===== src/design/lsf_pkg.sv =====
// Shared constants and types for the Laplacian sharpen stream filter.
`timescale 1ns / 1ps
`default_nettype none

package lsf_pkg;

	localparam int MAX_WIDTH    = 1024;
	localparam int MAX_CHANNELS = 4;
	localparam int LINE_DEPTH   = MAX_WIDTH * MAX_CHANNELS;
	localparam int ADDR_W       = $clog2(LINE_DEPTH);
	localparam int PIX_W        = $clog2(MAX_WIDTH);
	localparam int CHC_W        = $clog2(MAX_CHANNELS);
	localparam int HIST_DEPTH   = 2 * MAX_CHANNELS;

	localparam int WIDTH_W  = 11;
	localparam int HEIGHT_W = 12;
	localparam int CHAN_W   = 3;
	localparam int CFG_W    = 12;
	localparam int CFG_IDX_W = 2;

	localparam logic [CFG_IDX_W-1:0] REG_WIDTH    = 2'd0;
	localparam logic [CFG_IDX_W-1:0] REG_HEIGHT   = 2'd1;
	localparam logic [CFG_IDX_W-1:0] REG_CHANNELS = 2'd2;

	localparam logic [WIDTH_W-1:0]  WIDTH_RST  = 11'd640;
	localparam logic [HEIGHT_W-1:0] HEIGHT_RST = 12'd480;
	localparam logic [CHAN_W-1:0]   CHAN_RST   = 3'd1;

	// per-item position info from the raster tracker
	typedef struct packed {
		logic [ADDR_W-1:0] addr;
		logic [ADDR_W-1:0] ahead_addr;
		logic              row_zero;
		logic              interior;
		logic              last_row;
		logic              last_sample;
	} pos_t;

	// result handed to the output buffer
	typedef struct packed {
		logic [7:0] sample;
		logic       two;
		logic       frame_end;
	} res_t;

endpackage

`default_nettype wire


===== src/design/lsf_out.sv =====
// Output register with a pending slot for the zero last-row result.
`timescale 1ns / 1ps
`default_nettype none

module lsf_out
	import lsf_pkg::*;
(
	input  wire logic       clk,
	input  wire logic       arst_n,
	input  wire logic       load,
	input  wire res_t       res,
	output logic            free,
	output logic            out_valid,
	input  wire logic       out_ready,
	output logic      [7:0] sample_out,
	output logic            frame_end
);

	logic valid_q;
	logic pend_q;
	logic pend_fe_q;
	logic [7:0] sample_q;
	logic fe_q;

	assign free       = !pend_q && (!valid_q || out_ready);
	assign out_valid  = valid_q;
	assign sample_out = sample_q;
	assign frame_end  = fe_q;

	always_ff @(posedge clk or negedge arst_n) begin
		if (!arst_n) begin
			valid_q   <= 1'b0;
			pend_q    <= 1'b0;
			pend_fe_q <= 1'b0;
			sample_q  <= '0;
			fe_q      <= 1'b0;
		end else if (load) begin
			valid_q   <= 1'b1;
			sample_q  <= res.sample;
			fe_q      <= 1'b0;
			pend_q    <= res.two;
			pend_fe_q <= res.frame_end;
		end else if (valid_q && out_ready) begin
			if (pend_q) begin
				sample_q <= '0;
				fe_q     <= pend_fe_q;
				pend_q   <= 1'b0;
			end else begin
				valid_q <= 1'b0;
			end
		end
	end

endmodule

`default_nettype wire


===== config.mk =====
export PLATFORM = sky130hd
export DESIGN_NAME = lsf_out
export DESIGN_NICKNAME = d
export VERILOG_FILES = /design/src/design/lsf_pkg.sv /design/src/design/lsf_out.sv
export SDC_FILE = /design/constraint.sdc
export NUM_CORES = 1
export LEC_CHECK = 0
export BUFFER_PORTS_ARGS = -buffer_cell sky130_fd_sc_hd__clkbuf_2
export CAP_MARGIN = 20
export CORE_AREA = 4 4 41 43
export CTS_BUF_LIST = sky130_fd_sc_hd__clkbuf_8
export CTS_CLUSTER_SIZE = 14
export DETAILED_ROUTE_END_ITERATION = 10
export DIE_AREA = 0 0 45 47
export HOLD_SLACK_MARGIN = 0.03
export PLACE_DENSITY = 0.8
export SETUP_SLACK_MARGIN = 0.5
export SLEW_MARGIN = 0
export SYNTH_ARGS = -nofsm -noshare
export SYNTH_HDL_FRONTEND = slang
export SYNTH_SLANG_ARGS = --single-unit

===== constraint.sdc =====
create_clock -name clk -period 1.41 [get_ports clk]
set_clock_uncertainty 0.1 [all_clocks]
set_input_delay 0.0705 -clock clk [delete_from_list [all_inputs] [get_ports clk]]
set_output_delay 0.0705 -clock clk [all_outputs]
set_load 0.05 [all_outputs]

==> metrics <==
Max Slew Vio Count 0; area overhead of the layout relative to synthesis 88.2%; synth warn 0; total DRC errors in the routed layout 0; number of top-level pins 25; row count 13; Worst EP required 1.24 ns; TritonCTS clock tree built; Clock power frac 33.5%; leading cell types by total area after synthesis dfrtp_1 58%, nand2b_1 13%, o21ai_1 8.6%; number of nets produced by synthesis 66; Sw Share 29.5%; number of antenna repair diodes 0; unrepaired setup endpoints after global routing yes; final core utilization 75.5%; first-pass GRT wire length 2530 um; synthesis-stage register bit count 12; status complete, no violations; pin count of the biggest net entering global routing 23; Net Switching 0.324 mW; cell area power density 1120 mW/mm^2; Crit Path Category reg -> out; maximum fanout along the worst path 4; final weighted congestion in routability-driven placement 0.601; delay of the slowest cell on the worst path 0.43 ns; R2R Setup Slk 0.31 ns; vias in the first global route 553; # clock sinks 12; share of layout cells above drive strength 1 42.1%; top flip-flop cell by instance count after synthesis dfrtp_1; per-instance average area after synthesis 10.0 um^2; Post-Synthesis Cells 52; CTS clk-pin slew, worst paths 0.05 ns; mapped cell area 522 um^2; clock tree buffer depth 2; Root Buffer clkbuf_8; Final Hold Viols 0; CP Data Arrival Time 0.96 ns; Netlist cell types 13; half-perimeter wire length after placement 776 um; overflow left after global routing 0; actual transition at the worst max-transition pin 0.352 ns; Clock Latency Late Sink 0.23 ns; WL/cell 14.7 um; Synth top area share 57.6%; Hold Path Class in -> reg; maximum frequency from static timing analysis 0.885 GHz; count of port buffers added during placement 24; cell-by-cell listing of the critical path a21oi_4 > buf_8; total routed wirelength 1610 um; total non-filler cell area in the finished layout 982 um^2; overall fraction of global-route tracks in use 17.5%; die footprint 0.00212 mm^2; final-stage net count 110; initial cell density of the core 40.1%; Lkg Pwr 0.480 nW; period utilisation layout 80.2%; width of the die 45 um; cell area after placement 649 um^2; Int Pwr 0.776 mW; Worst VDD drop 0.000911 V; Slew HR 76.5%; number of DRC violations after detailed-routing iteration 0 5; cell with the largest stage delay on the worst path dfrtp_2; endpoint kind of the worst setup timing path output port; top cell type by total area after synthesis dfrtp_1; post-synthesis async set-or-reset flop share 100%; detailed-routing iteration count for the pre-antenna-repair pass 3; Placeable Area 0.00130 mm^2; vertical die dimension 47 um; count of flip-flops with a built-in enable after synthesis 0; Final Setup Violations 0; count leader, synth dfrtp_1; final sum of negative setup slack 0 ns; initial antenna violation count 0; # H-tree levels 1; sequential share of power 36.8%; sequential element share of the synthesized area 57.6%; remaining number of nets flagged by the antenna check after routing 0; combinational group share of total power 29.7%; Via density 4.71; CP startpoint kind register; final period demand of the worst path 1.13 ns; max-cap violations 0; number of buffers added by the clock tree synthesis step 3; total vias in the final route 518; commonest cells in the netlist 12 x dfrtp_1, 11 x nand2_1, 11 x nand2b_1
[timing repair]
action | CTS | global route
hold endpoints to repair | 22 | 0
hold buffers | 11 | 0
endpoints found under the setup margin | 22 | 22
setup buffers | 4 | 3
resized for setup | 22 | 14
[path summary, 6_finish.rpt]
check,startpoint,end,depth (start not counted)
worst max register to register,pend_q,frame_end,2
worst min-delay path,out_ready,out_valid,3
max in group asynchronous,arst_n,out_valid,2
worst min register to register,pend_fe_q,pend_fe_q,2
worst max-delay path,out_valid,free,2
min in group asynchronous,arst_n,frame_end,2
[sequential cells by signal, summed over array words and instances (netlist names)]
name        cells
pend_fe_q       1
pend_q          1
out_valid       1
sample_out      8
frame_end       1
[power by group through the flow]
| stage | combinational, mW | sequential (mW) | clock [mW] |
|---|---|---|---|
| 2_1_floorplan | 0.0667 | 0.487 | 0 |
| 6_report | 0.327 | 0.405 | 0.368 |
| 4_1_cts | 0.293 | 0.397 | 0.372 |
| 5_1_grt | 0.346 | 0.408 | 0.386 |
| 3_5_place_dp | 0.212 | 0.400 | 0 |
| 3_3_place_gp | 0.209 | 0.398 | 0 |
[metal layers]
| layer | vias to the layer above | part of all wire, % | routed length [um] | track usage [%] |
|---|---|---|---|---|
| li1 | 252 | - | - | - |
| met1 | 245 | 35 | 560 | 17.4 |
| met2 | 17 | 57 | 922 | 33.1 |
| met3 | 4 | 6.2 | 100 | 4.98 |
| met4 | 0 | 1.9 | 31 | 8.77 |
| met5 | - | 0 | 0 | 0 |
[worst max-delay path: cells and delay by family, from the launching register on]
| kind | cells | cell delay [ns] |
|---|---|---|
| AOI/OAI and AO/OA | 1 | 0.14 |
| buffers and inverters | 1 | 0.16 |
| DFF | 1 | 0.43 |
[through the flow]
stage / worst slack [ns] / instances / hold WS, ns / total power [mW]
6_report: 0.279 / 110 / 0.0609 / 1.10
5_1_grt: 0.236 / 110 / 0.0804 / 1.14
4_1_cts: 0.260 / 107 / 0.0613 / 1.06
3_5_place_dp: 0.235 / 88 / -0.136 / 0.612
3_3_place_gp: 0.270 / 88 / -0.135 / 0.607
2_1_floorplan: 0.193 / 52 / -0.325 / 0.553
[cell usage in the layout (no fill, tap or decap), drive strengths merged]
| cell type | count |
|---|---|
| and3 | 1 |
| a21oi | 1 |
| buf | 18 |
| nand2 | 11 |
| dlygate4sd3 | 11 |
| o21ai | 9 |
| inv | 1 |
| mux2i | 1 |
| clkbuf | 17 |
| a21o | 1 |
| a21bo | 1 |
| nand2b | 11 |
| dfrtp | 12 |
[logic make-up after synthesis]
logic type             count (synthesis)  share of synthesized area, %
AND/OR/NAND/NOR                       23                          22.3
buffers and inverters                  4                          5.27
multiplexers                           1                          1.92
flip-flops                            12                          57.6
AO/OA/AOI/OAI                         12                          12.9
[area by class of cell]
cell class / count / area [um^2]
Timing Repair Buffer: 42 / 393
Fill cell: 95 / 319
Sequential cell: 12 / 302
Multi-Input combinational cell: 36 / 210
Clock buffer: 4 / 55.1
Tap cell: 15 / 18.8
Inverter: 1 / 3.75
Note: power is estimated with default switching activity, not from simulation.
