===== src/design/lsf_pkg.sv =====
// Shared constants and types for the Laplacian sharpen stream filter.
`timescale 1ns / 1ps
`default_nettype none

package lsf_pkg;

	localparam int MAX_WIDTH    = 1024;
	localparam int MAX_CHANNELS = 4;
	localparam int LINE_DEPTH   = MAX_WIDTH * MAX_CHANNELS;
	localparam int ADDR_W       = $clog2(LINE_DEPTH);
	localparam int PIX_W        = $clog2(MAX_WIDTH);
	localparam int CHC_W        = $clog2(MAX_CHANNELS);
	localparam int HIST_DEPTH   = 2 * MAX_CHANNELS;

	localparam int WIDTH_W  = 11;
	localparam int HEIGHT_W = 12;
	localparam int CHAN_W   = 3;
	localparam int CFG_W    = 12;
	localparam int CFG_IDX_W = 2;

	localparam logic [CFG_IDX_W-1:0] REG_WIDTH    = 2'd0;
	localparam logic [CFG_IDX_W-1:0] REG_HEIGHT   = 2'd1;
	localparam logic [CFG_IDX_W-1:0] REG_CHANNELS = 2'd2;

	localparam logic [WIDTH_W-1:0]  WIDTH_RST  = 11'd640;
	localparam logic [HEIGHT_W-1:0] HEIGHT_RST = 12'd480;
	localparam logic [CHAN_W-1:0]   CHAN_RST   = 3'd1;

	// per-item position info from the raster tracker
	typedef struct packed {
		logic [ADDR_W-1:0] addr;
		logic [ADDR_W-1:0] ahead_addr;
		logic              row_zero;
		logic              interior;
		logic              last_row;
		logic              last_sample;
	} pos_t;

	// result handed to the output buffer
	typedef struct packed {
		logic [7:0] sample;
		logic       two;
		logic       frame_end;
	} res_t;

endpackage

`default_nettype wire


===== src/design/lsf_pos.sv =====
// Configuration registers and raster position tracking.
`timescale 1ns / 1ps
`default_nettype none

module lsf_pos
	import lsf_pkg::*;
(
	input  wire logic                 clk,
	input  wire logic                 arst_n,
	input  wire logic                 cfg_we,
	input  wire logic [CFG_IDX_W-1:0] cfg_idx,
	input  wire logic [CFG_W-1:0]     cfg_wdata,
	input  wire logic                 advance,
	output pos_t                      pos,
	output logic      [CHC_W-1:0]     chan_m1
);

	logic [WIDTH_W-1:0]  width_q;
	logic [HEIGHT_W-1:0] height_q;
	logic [CHAN_W-1:0]   chan_q;
	logic [HEIGHT_W-1:0] row_q;
	logic [PIX_W-1:0]    pix_q;
	logic [CHC_W-1:0]    chc_q;
	logic [ADDR_W-1:0]   addr_q;

	logic [WIDTH_W-1:0]  w_eff;
	logic [HEIGHT_W-1:0] h_eff;
	logic [CHAN_W-1:0]   ch_eff;
	logic                last_pix;
	logic                last_chc;
	logic                known_reg;

	always_comb begin
		if (width_q < WIDTH_W'(3)) begin
			w_eff = WIDTH_W'(3);
		end else if (width_q > WIDTH_W'(MAX_WIDTH)) begin
			w_eff = WIDTH_W'(MAX_WIDTH);
		end else begin
			w_eff = width_q;
		end
		h_eff = (height_q < HEIGHT_W'(3)) ? HEIGHT_W'(3) : height_q;
		if (chan_q == '0) begin
			ch_eff = CHAN_W'(1);
		end else if (chan_q > CHAN_W'(MAX_CHANNELS)) begin
			ch_eff = CHAN_W'(MAX_CHANNELS);
		end else begin
			ch_eff = chan_q;
		end
	end

	assign chan_m1  = CHC_W'(ch_eff - CHAN_W'(1));
	assign last_pix = ({1'b0, pix_q} == w_eff - WIDTH_W'(1));
	assign last_chc = (chc_q == chan_m1);

	always_comb begin
		pos.addr        = addr_q;
		// neighbour one pixel ahead; past the row end it wraps to the next row's start
		pos.ahead_addr  = last_pix ? ADDR_W'(chc_q) : addr_q + ADDR_W'(ch_eff);
		pos.row_zero    = (row_q == '0);
		pos.interior    = (row_q >= HEIGHT_W'(2)) && (pix_q != '0) && !last_pix;
		pos.last_row    = (row_q == h_eff - HEIGHT_W'(1));
		pos.last_sample = last_pix && last_chc;
	end

	assign known_reg = (cfg_idx == REG_WIDTH) || (cfg_idx == REG_HEIGHT) ||
		(cfg_idx == REG_CHANNELS);

	always_ff @(posedge clk or negedge arst_n) begin
		if (!arst_n) begin
			width_q  <= WIDTH_RST;
			height_q <= HEIGHT_RST;
			chan_q   <= CHAN_RST;
			row_q    <= '0;
			pix_q    <= '0;
			chc_q    <= '0;
			addr_q   <= '0;
		end else if (cfg_we && known_reg) begin
			unique case (cfg_idx)
				REG_WIDTH:  width_q  <= cfg_wdata[WIDTH_W-1:0];
				REG_HEIGHT: height_q <= cfg_wdata[HEIGHT_W-1:0];
				default:    chan_q   <= cfg_wdata[CHAN_W-1:0];
			endcase
			row_q  <= '0;
			pix_q  <= '0;
			chc_q  <= '0;
			addr_q <= '0;
		end else if (advance) begin
			if (pos.last_sample) begin
				addr_q <= '0;
				pix_q  <= '0;
				chc_q  <= '0;
				row_q  <= pos.last_row ? '0 : row_q + HEIGHT_W'(1);
			end else begin
				addr_q <= addr_q + ADDR_W'(1);
				if (last_chc) begin
					chc_q <= '0;
					pix_q <= pix_q + PIX_W'(1);
				end else begin
					chc_q <= chc_q + CHC_W'(1);
				end
			end
		end
	end

endmodule

`default_nettype wire


===== config.mk =====
export PLATFORM = sky130hd
export DESIGN_NAME = lsf_pos
export DESIGN_NICKNAME = d
export VERILOG_FILES = /design/src/design/lsf_pkg.sv /design/src/design/lsf_pos.sv
export SDC_FILE = /design/constraint.sdc
export NUM_CORES = 1
export LEC_CHECK = 0
export BUFFER_PORTS_ARGS = -buffer_cell sky130_fd_sc_hd__buf_2
export CAP_MARGIN = 20
export CORE_ASPECT_RATIO = 0.9
export CORE_MARGIN = 5
export CORE_UTILIZATION = 55
export CTS_CLUSTER_DIAMETER = 80
export DETAILED_ROUTE_END_ITERATION = 6
export HOLD_SLACK_MARGIN = 0.06
export PLACE_DENSITY = 0.75
export SLEW_MARGIN = 5
export SYNTH_ARGS = -nofsm -noshare
export SYNTH_HDL_FRONTEND = slang
export SYNTH_SLANG_ARGS = --single-unit

===== constraint.sdc =====
create_clock -name clk -period 5 [get_ports clk]
set_clock_uncertainty 0.2 [all_clocks]
set_input_delay 0.75 -clock clk [delete_from_list [all_inputs] [get_ports clk]]
set_output_delay 0.75 -clock clk [all_outputs]
set_load 0.02 [all_outputs]

==> results of run 1 <==
registers in the layout, summed over array words and instances, names as in the netlist:
name,flops
width_q,11
row_q,12
addr_q,12
pix_q,10
chc_q,2
chan_q,3
height_q,12
power groups by stage:
stage	clock network, mW	logic (mW)	registers, mW
after global routing	0.489	0.586	0.688
after global placement	0	0.494	0.671
after detailed placement	0	0.506	0.679
final	0.454	0.529	0.675
after floorplan	0	0.412	0.630
after CTS	0.465	0.513	0.670
per-stage QoR:
stage / cells / utilization (%) / area, um2
after floorplan: 523 / - / 4540
after global placement: 649 / 59.9 / 4830
after detailed placement: 649 / 59.9 / 4830
after CTS: 665 / 62.4 / 5040
after global routing: 666 / 63.0 / 5090
final: 666 / 63.0 / 5090
layout make-up:
class / instances / area [um2]
Sequential cell: 62 / 1560
Tap cell: 99 / 124
Clock buffer: 13 / 159
Fill cell: 689 / 2980
Clock inverter: 3 / 42.5
Timing Repair Buffer: 57 / 310
Multi-Input combinational cell: 408 / 2800
Inverter: 24 / 90.1
kinds of logic after synthesis:
kind of cell / count (synthesis) / share of synthesized area (%)
multiplexers: 34 / 8.26
AND/OR/NAND/NOR: 231 / 27.0
AO/OA/AOI/OAI: 87 / 13.4
XOR/XNOR: 44 / 8.48
flip-flops: 62 / 34.3
adder cells (fa/ha/maj): 12 / 3.47
buffers and inverters: 53 / 5.09
routing by layer:
layer / vias to the layer above / wire length [um] / GRT usage [%]
li1: 1959 / - / -
met1: 1961 / 5240 / 32.4
met2: 131 / 5290 / 38.4
met3: 17 / 694 / 4.49
met4: 0 / 187 / 8.31
met5: - / 0 / 0
worst max path at each step:
| stage | from | slack (ps) | end |
|---|---|---|---|
| 6_report | width_q[5] | 300 | pos[5] |
| 5_1_grt | width_q[5] | 40 | pos[4] |
| 4_1_cts | width_q[5] | 50 | pos[4] |
| 3_5_place_dp | width_q[7] | 180 | pos[2] |
| 3_3_place_gp | width_q[5] | 260 | pos[2] |
| 2_1_floorplan | width_q[5] | 560 | pos[2] |
synthesized netlist by cell type (11+ instances only):
library cell	count
a21oi_1	17
nor3_1	17
xor2_1	22
ha_1	11
clkbuf_1	21
inv_1	24
dfrtp_1	55
nor4_1	17
nand3_1	24
xnor2_1	22
nor2_1	63
o21ai_0	12
nand2_1	40
mux2_2	26
repair_timing:
item                       4_1_cts  5_1_grt
buffers inserted                 0        1
setup endpoints to repair       13       14
hold endpoints to repair         0        0
gates resized for setup          4        9
pin swaps                        0        2
==> out/qor.yml, run 1 <==
yosys:
  syn_area_per_cell_um2: 8.69
  syn-cell-area_um2: 4540
  async_flop_share_pct: 100
  synth_edf_count: 0
  synth.distinct_cells: 66
  synth.area.top_cells: "dfrtp_1 30%, mux2_2 6.4%, nor2_1 5.2%"
  yosysSeqAreaShare_pct: 34.3
  synth_fp_nets: 553
  synth_top_area_share_pct: 30.3
  yosysTopAreaCell: "dfrtp_1"
  synthCells: 523
  ys_seq_elements: 62
  ys.flop_type: "dfrtp_1"
  ys_warn_count: 0
setup_path:
  critPathMaxFanout: 8
  critical_path_class: "reg2out"
  path_delay_family: "simple AND/OR/NAND/NOR gates"
  r2r_cells: 12
  path_depth: 14
  slowest_delay_ps: 460
  cp.arrival_ps: 3750
  cp.required_ps: 4050
  path_cells: "or3_4 -> nor3b_4 -> o21ai_0 -> ha_2 -> buf_4 -> buf_4 -> xor2_1 -> o31a_1 -> nand4b_1 -> nor3_1 -> nand3_1 -> buf_4 -> a21oi_1 -> buf_2"
  cp_common_cell: "buf_4"
  cpMaxStageDelayCell: "dfrtp_1"
  r2r_start: "height_q[4]"
  reg2reg_to: "row_q[11]"
  start_kind: "flip-flop"
  path_buf_inv: 4
  r2r_slack_ps: 690
  end_kind: "output port"
pwr:
  seqPwrFrac_pct: 40.7
  netSwitchingPower_mw: 0.596
  combPwrFrac_pct: 31.9
  intPower_mw: 1.06
  pwr-share-clk_pct: 27.4
  switching_share_pct: 35.9
  ir_drop_v: 0.000229
  power_mw: 1.66
  p_leak_nw: 2.21
  p_per_area_nw_per_um2: 326
global_routing:
  grt_usage_pct: 23.8
  antenna_found_initial: 0
  grt_max_degree: 52
  grt_pass1_vias: 3975
  grt_overflow: 0
  grt_pass1_wl_mm: 19.4
place:
  gp_congestion: 0.900
  hpwl_mm: 8.37
  io_buffers: 47
  pre_cts_slack_ps: 177
timing:
  slew_headroom_pct: 58.0
  finalHoldViolations: 0
  setup_viol: 0
  fin_crit_ps: 4700
  fmax_mhz: 213
  slew_violations: 0
  hold_ws_ps: 69.7
  setup_tns_ps: 0
  worst_slew_pin_slew_ps: 625
  min_period_over_period_pct: 94.1
  setup_ws_ps: 297
  rsz0062_at_grt: "false"
clock_network:
  clkSinkCount: 62
  path_clk_slew_ps: 70
  cts_inserted_buffers: 9
  cts_tree: "yes"
  hold_buffers: 0
  cts_root_buffer: "clkbuf_8"
  h-tree-depth: 3
  insertion_delay_ps: 350
  clockBufferDepth: 2
floorplanning:
  dieArea_um2: 10200
  coreArea_um2: 8070
  core.rowCount: 31
  fp.dieH_um: 96.2
  start_util_pct: 56.3
  pin_count: 48
  die_w_um: 106
drt:
  dr.pass1.iters: 5
  ant_nets: 0
  via_per_inst: 6.11
  wl_mm: 11.4
  drcViolationCount: 0
  first_iter_violations: 268
  vias: 4068
  avgRoutedWirePerCell_um: 17.1
flow_run:
  drv_cap: 0
final_layout:
  mostFrequentLayoutCells: "63 x nor2_1, 55 x dfrtp_1, 47 x buf_2, 40 x nand2_1, 26 x mux2_2"
  diodes: 0
  nets: 592
  area_delta_synth_final_pct: 11.9
  final_common_cell: "nor2_1"
  final_layout_size_suffix_gt1_share_pct: 22.0
status:
  outcome: "finished, final reports clean"
min_path:
  hp-class: "in2async"
No activity file was read; power rests on OpenSTA's default activity.
==> run 2: changes to the inputs <==
--- a/config.mk
+++ b/config.mk
@@ -13,8 +13,8 @@
 export CTS_CLUSTER_DIAMETER = 80
 export DETAILED_ROUTE_END_ITERATION = 6
 export HOLD_SLACK_MARGIN = 0.06
-export PLACE_DENSITY = 0.75
-export SLEW_MARGIN = 5
+export PLACE_DENSITY = 0.86
+export SLEW_MARGIN = 0
 export SYNTH_ARGS = -nofsm -noshare
 export SYNTH_HDL_FRONTEND = slang
 export SYNTH_SLANG_ARGS = --single-unit
==> run 2 against run 1 <==
  * Combinational power increased by 3%
  * Via count rose by 3.2%
  * First-iteration DRC count is 38% higher
  * Global-route usage up 0.088 points
  * Critical path depth is 1 lower
  * Final cell count is the same
  * Largest cell class unchanged
  * Critical path type unchanged
==> out/qor.yml, run 2 (synthesis gave the netlist of run 1 again) <==
global_routing:
  grt_max_degree: 63
  grt_pass1_vias: 3904
  grt_usage_pct: 23.9
  grt_pass1_wl_mm: 19.5
  grt_overflow: 0
  antenna_found_initial: 0
drt:
  via_per_inst: 6.31
  ant_nets: 0
  drcViolationCount: 0
  wl_mm: 11.7
  first_iter_violations: 371
  vias: 4200
  avgRoutedWirePerCell_um: 17.6
  dr.pass1.iters: 5
floorplanning:
  coreArea_um2: 8070
  start_util_pct: 56.3
  fp.dieH_um: 96.2
  core.rowCount: 31
  dieArea_um2: 10200
  die_w_um: 106
  pin_count: 48
timing:
  fin_crit_ps: 4740
  setup_tns_ps: 0
  setup_viol: 0
  min_period_over_period_pct: 94.9
  slew_violations: 0
  fmax_mhz: 211
  rsz0062_at_grt: "false"
  slew_headroom_pct: 48.0
  finalHoldViolations: 0
  worst_slew_pin_slew_ps: 779
pwr:
  p_per_area_nw_per_um2: 327
  ir_drop_v: 0.000226
  p_leak_nw: 2.20
clock_network:
  insertion_delay_ps: 360
  h-tree-depth: 3
  path_clk_slew_ps: 70
  cts_root_buffer: "clkbuf_8"
  clockBufferDepth: 2
  cts_inserted_buffers: 9
  clkSinkCount: 62
  cts_tree: "yes"
final_layout:
  multi_input_area_um2: 2810
  stdcell_area_um2: 5090
  fillCellCount: 681
  final_layout_size_suffix_gt1_share_pct: 22.0
  reg.largest.list: "addr_q: 12 flops, height_q: 12 flops, row_q: 12 flops"
  nets: 592
  area_delta_synth_final_pct: 11.9
  mostFrequentLayoutCells: "63 x nor2_1, 55 x dfrtp_1, 47 x buf_2, 40 x nand2_1, 26 x mux2_2"
  diodes: 0
  final_common_cell: "nor2_1"
  register_area_um2: 1560
min_path:
  hp-class: "in2async"
setup_path:
  critPathMaxFanout: 8
  crit_path_end: "pos[4]"
  critical_path_class: "reg2out"
  cp.arrival_ps: 3790
  r2r_start: "height_q[4]"
  r2r_slack_ps: 870
  reg2reg_to: "row_q[10]"
  end_kind: "output port"
  startpoint: "width_q[5]"
  cp.required_ps: 4050
  start_kind: "flip-flop"
  r2r_cells: 12
place:
  io_buffers: 47
  gp_congestion: 0.954
  hpwl_mm: 8.56
  placed_cell_area_um2: 4830
flow_run:
  drv_cap: 0
status:
  outcome: "finished, final reports clean"
## run 2: cell count changes in the layout (fill, tap and decap cells not counted), sizes merged
cell      change
clkbuf        -2
clkinvlp      +1
inv           +1
## run 2: final cells by class
class | count | area share (%)
Multi-Input combinational cell | 408 | 55.3
Inverter | 24 | 1.77
Timing Repair Buffer | 57 | 6.10
Tap cell | 99 | 2.44
Clock inverter | 5 | 1.16
Clock buffer | 11 | 2.58
Sequential cell | 62 | 30.7
## run 2: worst max-delay path, stage by stage, from the launching register on
cell and delay, ps:
dfrtp_1 440, or3_1 480, nor3b_4 280, o21ai_1 130, ha_4 210, nor4bb_1 140
a211oi_1 330, o21ai_0 200, a2111oi_2 330, buf_4 190, nor4_2 50, nand3_1 150
mux2_2 350, buf_2 160
## run 2: report_power, final
group	switching, mW	total, mW	internal, mW
combinational	0.303	0.544	0.241
clock	0.210	0.442	0.231
sequential	0.109	0.676	0.567
## run 2: worst min path at each step
stage	start	end	slack (ps)
4_1_cts	width_q[0]	width_q[0]	340
5_1_grt	width_q[0]	width_q[0]	380
3_3_place_gp	width_q[0]	width_q[0]	320
2_1_floorplan	arst_n	addr_q[0]	250
6_report	arst_n	height_q[11]	340
3_5_place_dp	width_q[0]	width_q[0]	320
## run 2: timing repair
action	CTS	global route
resized for setup	7	8
hold buffers	0	0
endpoints found under the setup margin	14	15
setup buffers	0	1
pin swaps	0	2
## run 2: metal layers
metal | vias to the layer above | track usage [%] | share of wire (%)
met5 | - | 0 | 0
met4 | 0 | 7.66 | 2.2
met3 | 25 | 4.90 | 6.4
met2 | 162 | 39.2 | 47
met1 | 2055 | 32.0 | 45
li1 | 1958 | - | -
## run 2: through the flow
step	total power [mW]	instances	hold WS [ps]	util, %	setup slack (ps)
after global placement	1.16	649	318	59.9	330
after detailed placement	1.19	649	318	59.9	57.0
after global routing	1.75	666	381	63.0	16.4
final	1.66	666	345	63.0	256
after CTS	1.64	665	342	62.4	89.6
after floorplan	1.04	523	254	-	563
